`src/rtl/bdm_pkg.sv`:
```
// Package for the button debouncer with multi-press and long-press counting.
// Beat structs, configuration struct and register index codes; no dependencies.
`default_nettype none
package bdm_pkg;

  localparam int CfgIndexW = 3;
  localparam int CfgDataW  = 16;

  localparam logic [CfgIndexW-1:0] REG_ACTIVE_HIGH    = 3'd0;
  localparam logic [CfgIndexW-1:0] REG_ENABLE         = 3'd1;
  localparam logic [CfgIndexW-1:0] REG_DEBOUNCE_MS    = 3'd2;
  localparam logic [CfgIndexW-1:0] REG_MULTI_PRESS_MS = 3'd3;
  localparam logic [CfgIndexW-1:0] REG_LONG_PRESS_MS  = 3'd4;
  localparam logic [CfgIndexW-1:0] REG_BUTTON_VALUE   = 3'd5;

  localparam logic [15:0] DEBOUNCE_MS_RST    = 16'd20;
  localparam logic [15:0] MULTI_PRESS_MS_RST = 16'd250;
  localparam logic [15:0] LONG_PRESS_MS_RST  = 16'd1000;

  localparam logic       FUNC_SAMPLE      = 1'b0;
  localparam logic       FUNC_SET_PRESSES = 1'b1;
  localparam logic [7:0] COUNT_MAX        = 8'd255;

  typedef struct packed {
    logic               func;
    logic        [31:0] sample_time;
    logic               pin_level;
    logic signed [15:0] new_presses;
  } in_beat_t;

  typedef struct packed {
    logic signed [15:0] presses;
    logic               held;
    logic               depressed;
    logic signed [15:0] press_value;
  } out_beat_t;

  typedef struct packed {
    logic               active_high;
    logic               enable;
    logic        [15:0] debounce_ms;
    logic        [15:0] multi_press_ms;
    logic        [15:0] long_press_ms;
    logic signed [15:0] button_value;
  } cfg_t;

  // State shown to the output stage after a beat has been applied.
  typedef struct packed {
    logic signed [15:0] presses;
    logic               held;
    logic               depressed;
  } status_t;

endpackage
`default_nettype wire

```
`src/rtl/button_debounce_multipress.sv`:
```
// Top level of the button debouncer with multi-press and long-press reporting.
// Depends on bdm_pkg, bdm_core and bdm_out.
//
// Each input beat is either a timestamped pin sample or a set-presses command,
// and each one yields exactly one result beat. A beat is taken every cycle as
// long as the result side keeps up; a result passes first through the state
// update register and then through the press value multiply and result
// register. The state update (32-bit elapsed-time subtract and three compares)
// sets the single-cycle throughput. The user writes the configuration
// registers through cfg_we/cfg_index/cfg_data only while the block is idle;
// the block does not enforce it. Indexes past the register list are ignored.
`default_nettype none
module button_debounce_multipress (
  input  wire logic                            clk,
  input  wire logic                            rst,
  input  wire logic                            in_valid,
  output logic                                 in_ready,
  input  wire bdm_pkg::in_beat_t               in_data,
  output logic                                 out_valid,
  input  wire logic                            out_ready,
  output bdm_pkg::out_beat_t                   out_data,
  input  wire logic                            cfg_we,
  input  wire logic [bdm_pkg::CfgIndexW-1:0]   cfg_index,
  input  wire logic [bdm_pkg::CfgDataW-1:0]    cfg_data
);
  import bdm_pkg::*;

  cfg_t    cfg;
  logic    st_valid;
  logic    st_ready;
  status_t st_data;

  // configuration register file
  always_ff @(posedge clk) begin
    if (rst) begin
      cfg.active_high    <= 1'b0;
      cfg.enable         <= 1'b1;
      cfg.debounce_ms    <= DEBOUNCE_MS_RST;
      cfg.multi_press_ms <= MULTI_PRESS_MS_RST;
      cfg.long_press_ms  <= LONG_PRESS_MS_RST;
      cfg.button_value   <= 16'sd0;
    end else if (cfg_we) begin
      case (cfg_index)
        REG_ACTIVE_HIGH:    cfg.active_high    <= cfg_data[0];
        REG_ENABLE:         cfg.enable         <= cfg_data[0];
        REG_DEBOUNCE_MS:    cfg.debounce_ms    <= cfg_data;
        REG_MULTI_PRESS_MS: cfg.multi_press_ms <= cfg_data;
        REG_LONG_PRESS_MS:  cfg.long_press_ms  <= cfg_data;
        REG_BUTTON_VALUE:   cfg.button_value   <= cfg_data;
        default: ;
      endcase
    end
  end

  // state update: debounce timer, press counter, long press
  bdm_core u_core (
    .clk      (clk),
    .rst      (rst),
    .cfg      (cfg),
    .in_valid (in_valid),
    .in_ready (in_ready),
    .in_data  (in_data),
    .st_valid (st_valid),
    .st_ready (st_ready),
    .st_data  (st_data)
  );

  // press value multiply and result register
  bdm_out u_out (
    .clk          (clk),
    .rst          (rst),
    .button_value (cfg.button_value),
    .st_valid     (st_valid),
    .st_ready     (st_ready),
    .st_data      (st_data),
    .out_valid    (out_valid),
    .out_ready    (out_ready),
    .out_data     (out_data)
  );

endmodule
`default_nettype wire

```
`src/rtl/bdm_core.sv`:
```
// Debounce and press-count state update, one input beat per cycle
// while the output stage takes each result. Depends on bdm_pkg.
`default_nettype none
module bdm_core (
  input  wire logic             clk,
  input  wire logic             rst,
  input  wire bdm_pkg::cfg_t    cfg,
  input  wire logic             in_valid,
  output logic                  in_ready,
  input  wire bdm_pkg::in_beat_t in_data,
  output logic                  st_valid,
  input  wire logic             st_ready,
  output bdm_pkg::status_t      st_data
);
  import bdm_pkg::*;

  logic        last_level, last_level_next;
  logic [31:0] last_change_time, last_change_time_next;
  logic        debounced, debounced_next;
  logic [7:0]  press_counter, press_counter_next;
  logic [15:0] press_total, press_total_next;
  logic        long_flag, long_flag_next;

  logic        level;
  logic [31:0] elapsed;
  logic        accept;

  assign in_ready = !st_valid || st_ready;
  assign accept   = in_valid && in_ready;

  always_comb begin
    last_level_next       = last_level;
    last_change_time_next = last_change_time;
    debounced_next        = debounced;
    press_counter_next    = press_counter;
    press_total_next      = press_total;
    long_flag_next        = long_flag;
    level   = cfg.active_high ? in_data.pin_level : !in_data.pin_level;
    elapsed = 32'd0;
    if (in_data.func == FUNC_SET_PRESSES) begin
      press_total_next      = in_data.new_presses;
      press_counter_next    = 8'd0;
      last_level_next       = !cfg.active_high;
      last_change_time_next = 32'd0;
    end else if (cfg.enable) begin
      long_flag_next = 1'b0;
      if (level != last_level) begin
        last_change_time_next = in_data.sample_time;
      end
      elapsed = in_data.sample_time - last_change_time_next;
      if (elapsed > {16'd0, cfg.debounce_ms} && level != debounced) begin
        debounced_next = level;
        if (level && press_counter != COUNT_MAX) begin
          press_counter_next = press_counter + 8'd1;
        end
      end
      if (!debounced_next && elapsed > {16'd0, cfg.multi_press_ms}) begin
        press_total_next   = {8'd0, press_counter_next};
        press_counter_next = 8'd0;
      end
      if (debounced_next && elapsed > {16'd0, cfg.long_press_ms}) begin
        long_flag_next     = 1'b1;
        press_total_next   = 16'd0 - {8'd0, press_counter_next};
        press_counter_next = 8'd0;
      end
      last_level_next = level;
    end
  end

  always_ff @(posedge clk) begin
    if (rst) begin
      last_level       <= 1'b1;
      last_change_time <= 32'd0;
      debounced        <= 1'b0;
      press_counter    <= 8'd0;
      press_total      <= 16'd0;
      long_flag        <= 1'b0;
      st_valid         <= 1'b0;
    end else begin
      if (accept) begin
        last_level       <= last_level_next;
        last_change_time <= last_change_time_next;
        debounced        <= debounced_next;
        press_counter    <= press_counter_next;
        press_total      <= press_total_next;
        long_flag        <= long_flag_next;
        st_valid         <= 1'b1;
      end else if (st_ready) begin
        st_valid <= 1'b0;
      end
    end
  end

  assign st_data.presses   = press_total;
  assign st_data.held      = long_flag;
  assign st_data.depressed = debounced;

endmodule
`default_nettype wire

```
`src/rtl/bdm_out.sv`:
```
// Output stage: press value multiply and result register.
// Depends on bdm_pkg.
`default_nettype none
module bdm_out (
  input  wire logic               clk,
  input  wire logic               rst,
  input  wire logic signed [15:0] button_value,
  input  wire logic               st_valid,
  output logic                    st_ready,
  input  wire bdm_pkg::status_t   st_data,
  output logic                    out_valid,
  input  wire logic               out_ready,
  output bdm_pkg::out_beat_t      out_data
);
  import bdm_pkg::*;

  logic [31:0] prod;

  // low 16 bits are the same for signed and unsigned operands
  assign prod     = {16'd0, button_value} * {16'd0, st_data.presses};
  assign st_ready = !out_valid || out_ready;

  always_ff @(posedge clk) begin
    if (rst) begin
      out_valid <= 1'b0;
    end else if (st_ready) begin
      out_valid <= st_valid;
    end
  end

  always_ff @(posedge clk) begin
    if (st_valid && st_ready) begin
      out_data.presses     <= st_data.presses;
      out_data.held        <= st_data.held;
      out_data.depressed   <= st_data.depressed;
      out_data.press_value <= prod[15:0];
    end
  end

endmodule
`default_nettype wire

```
`config.mk`:
```
export PLATFORM = sky130hd
export DESIGN_NAME = button_debounce_multipress
export DESIGN_NICKNAME = d
export VERILOG_FILES = /design/src/rtl/bdm_pkg.sv /design/src/rtl/button_debounce_multipress.sv /design/src/rtl/bdm_core.sv /design/src/rtl/bdm_out.sv
export SDC_FILE = /design/constraint.sdc
export NUM_CORES = 1
export LEC_CHECK = 0
export BUFFER_PORTS_ARGS = -buffer_cell sky130_fd_sc_hd__buf_2
export CORE_ASPECT_RATIO = 1.5
export CORE_UTILIZATION = 28
export DETAILED_ROUTE_END_ITERATION = 6
export PLACE_DENSITY = 0.51
export SYNTH_ARGS = -nofsm -noshare
export SYNTH_HDL_FRONTEND = slang
export SYNTH_SLANG_ARGS = --single-unit
```
`constraint.sdc`:
```
create_clock -name clk -period 8.4 [get_ports clk]
set_input_delay 0.42 -clock clk [delete_from_list [all_inputs] [get_ports clk]]
set_output_delay 0.42 -clock clk [all_outputs]
set_load 0.05 [all_outputs]
```
==> results.sh <==
export IMPL_hpwl_mm=31.8
export IMPL_setup_slack_ns=1.39
export IMPL_cp_required_ns=8.76
export IMPL_p_sw_mw=0.883
export IMPL_num_vias=11518
export IMPL_crit_type="flop to flop"
export IMPL_yosys_top_cells_area="dfxtp_1, ha_1, fa_1, nand2_1, edfxtp_1"
export IMPL_drtIter0Drc=372
export IMPL_initial_utilization_pct=28.4
export IMPL_fin_worst_skew_ns=0.0102
export IMPL_synth_top_family_by_area="adder cells"
export IMPL_p_leak_nw=6.69
export IMPL_critPathMaxFanout=13
export IMPL_combinationalPowerShare_pct=30.9
export IMPL_synth_xor_area_share_pct=4.75
export IMPL_outcome="finished clean"
export IMPL_setup_tns_ns=0
export IMPL_grt_overflow_total=0
export IMPL_cts_tree="yes"
export IMPL_syn_nets=1955
export IMPL_coreArea_um2=48600
export IMPL_max_freq_mhz=143
export IMPL_slowest_delay_ns=0.63
export IMPL_layout_nets=2013
export IMPL_yosys_area_top_type="dfxtp_1"
export IMPL_arrival_ns=7.37
export IMPL_critPathLaunchType="flop"
export IMPL_worst_r2r_setup_slack_ns=1.39
export IMPL_yosys_area_share_simple_pct=19.9
export IMPL_cts_inserted_buffers=17
export IMPL_ir_drop_mv=0.0944
export IMPL_slew_viol_final=0
export IMPL_rsz0062_at_grt="no"
export IMPL_endpoint_kind="flop"
export IMPL_hold_buffers=0
export IMPL_p_int_mw=1.51
export IMPL_hold_start="cfg_data[4]"
export IMPL_synthMuxAreaShare_pct=2.93
export IMPL_fp_dieH_um=274
export IMPL_setup_violations=0
export IMPL_power_frac_clock_pct=33.1
export IMPL_synth_top_area_share_pct=18.4
export IMPL_grt_pass1_vias=11955
export IMPL_seqPwrFrac_pct=36.1
export IMPL_die_width_um=183
export IMPL_clk_insertion_delay_late_ns=0.46
export IMPL_first_pass_iters=4
export IMPL_crit_start="cfg[65]$_SDFFE_PP0P_"
export IMPL_syn_inst=1670
export IMPL_drive_above_1_share_pct=10.8
export IMPL_instances_no_fill=2397
export IMPL_synth_fa_ha_area_share_pct=23.6
export IMPL_placed_cells=2365
export IMPL_netlist_area_um2=13800
export IMPL_drtAntennaViolNets=0
export IMPL_routabilityCongestion=0.900
export IMPL_grt_antenna_before_repair=0
export IMPL_finalWorstPathRequiredPeriod_ns=7.01
export IMPL_viasPerCell=4.81
export IMPL_ys_ff_latch=161
export IMPL_drc=0
export IMPL_antennaDiodeCount=0
export IMPL_dieArea_um2=50100
export IMPL_worstReg2RegEnd="u_core.press_total[15]$_SDFFE_PP0P_"
export IMPL_htree_num_levels=4
export IMPL_grt_max_degree=81
export IMPL_fin_crit_sh_pct=83.5
export IMPL_worstHoldEndpoint="cfg[52]$_SDFFE_PP1P_"
export IMPL_wl_mm=39.6
export IMPL_synth_compound_gate_area_share_pct=15.7
export IMPL_tightest_slew_ns=1.04
export IMPL_avgSynthCellArea_um2=8.25
export IMPL_timing_final_hold_violations=0
export IMPL_cts_path_max_buffers=2
export IMPL_avgRoutedWirePerCell_um=16.5
export IMPL_slowest_stage="nor4_1"
export IMPL_powerDensity_nw_per_um2=154
export IMPL_ys_seq_area_share_pct=25.9
export IMPL_cts_sinks=161
export IMPL_synth_edff_count=34
export IMPL_rows=99
export IMPL_switching_share_pct=36.9
export IMPL_post_cts_buffers=0
export IMPL_grt_pass1_wl_mm=63.1
export IMPL_clk_pin_slew_worst_paths_ns=0.07
export IMPL_maxCapViolations=0
export IMPL_pre_cts_slack_ns=1.15
export IMPL_port_buffers=109
export IMPL_pin_count=110
export IMPL_hold_class="input pin to flop"
export IMPL_synth_top_flop_cell="dfxtp_1"
export IMPL_rr_worst_depth=25
export IMPL_grt_util_all_layers_pct=16.3
export IMPL_synth_warnings=0
export IMPL_whs_path_depth=2
export IMPL_rr_startpoint="cfg[65]$_SDFFE_PP0P_"
export IMPL_cp_common_cell="ha_1"
export IMPL_area_growth_pct=12.5
export IMPL_cts_resized=0
export IMPL_synth_cell_types=77
export IMPL_clockRootBuffer="clkbuf_16"
export IMPL_synthArstFlopShare_pct=0
export IMPL_slew_headroom_pct=30.9
[stage by stage]
stage                     util (%)  total power [mW]  area [um^2]  hold slack [ns]
after floorplan                  -              1.40        13800            0.406
after global placement        30.8              1.61        14900            0.431
after detailed placement      30.8              1.62        14900            0.431
after CTS                     31.9              2.43        15500            0.191
after global routing          31.9              2.54        15500            0.201
final                         31.9              2.39        15500            0.219
[layout by cell type, fill, tap and decap left out, types with 13 or more instances in the layout]
master     count
clkbuf_16     17
and2_1        54
nand3_1       20
a21oi_1      142
a211oi_1      13
mux2i_1       37
ha_1         130
o21bai_1      15
a21o_1        21
edfxtp_1      34
nand2_1      278
dfxtp_1      127
buf_2        108
nand4_1       16
xor2_1        23
inv_1        177
xnor2_1       47
o21a_1        15
o21ai_0       48
fa_1          81
nor2_1       137
[synth_stat cells (23+ instances only)]
cell type	instances
edfxtp_1	34
nor2_1	137
dfxtp_1	127
xor2_1	23
xnor2_1	48
clkbuf_1	76
ha_1	130
mux2i_1	37
inv_1	177
and2_1	54
nand2_1	278
o21ai_0	48
a21oi_1	142
fa_1	81
[metal layers]
| layer | wire length (um) | GRT usage, % | up-vias |
|---|---|---|---|
| met5 | 0 | 0 | - |
| met3 | 1020 | 1.93 | 65 |
| met4 | 1610 | 8.14 | 0 |
| li1 | - | - | 5714 |
| met1 | 15100 | 16.4 | 5548 |
| met2 | 21900 | 32.3 | 191 |
[final cells by class]
cell class	instances	area [um^2]
tap	656	821
inverter	177	664
clock inverter	14	135
multi-input combinational	1251	9250
clock buffer	18	439
timing repair buffer	120	631
sequential	161	3560
fill	5241	33000
[registers in the layout, indices dropped and copies added, names as in the netlist]
name and flops:
cfg 66, u_out.out_valid 1, u_out.out_data 34, u_core.last_level 1, u_core.debounced 1, u_core.long_flag 1
u_core.last_change_time 32, u_core.press_counter 8, u_core.st_valid 1, u_core.press_total 16
[power by group through the flow]
stage	clock network, mW	registers (mW)	logic, mW
final	0.790	0.862	0.738
after global routing	0.848	0.865	0.828
after CTS	0.821	0.862	0.743
after detailed placement	0	0.880	0.739
after global placement	0	0.880	0.730
after floorplan	0	0.884	0.515
[cell families (layout without fill, tap and decap cells)]
kind of cell | Yosys count | in the layout
xor+xnor | 73 | 73
mux | 40 | 40
simple gates | 590 | 590
flops | 161 | 161
fa+ha+maj | 211 | 211
compound gates | 337 | 337
buf+inv | 258 | 329
[critical path: cells and delay by family (launching register included)]
kind / cells / cell delay [ns]
AO/OA/AOI/OAI: 10 / 2.39
XOR/XNOR: 3 / 0.85
adder cells (fa/ha/maj): 3 / 0.95
buffers and inverters: 1 / 0.32
flip-flops: 1 / 0.37
multiplexers: 1 / 0.29
AND/OR/NAND/NOR: 7 / 1.74
[worst max-delay path by stage]
stage                                               end  slack [ns]  cells past startpoint
finish              u_core.press_total[15]$_SDFFE_PP0P_        1.39                     25
detailed placement  u_core.press_total[15]$_SDFFE_PP0P_        1.15                     26
global placement     u_core.press_total[9]$_SDFFE_PP0P_        1.26                     26
floorplan           u_core.press_total[13]$_SDFFE_PP0P_        2.23                     26
global route        u_core.press_total[15]$_SDFFE_PP0P_        0.85                     27
CTS                 u_core.press_total[15]$_SDFFE_PP0P_        1.26                     25
(Power assumes the default switching activity.)
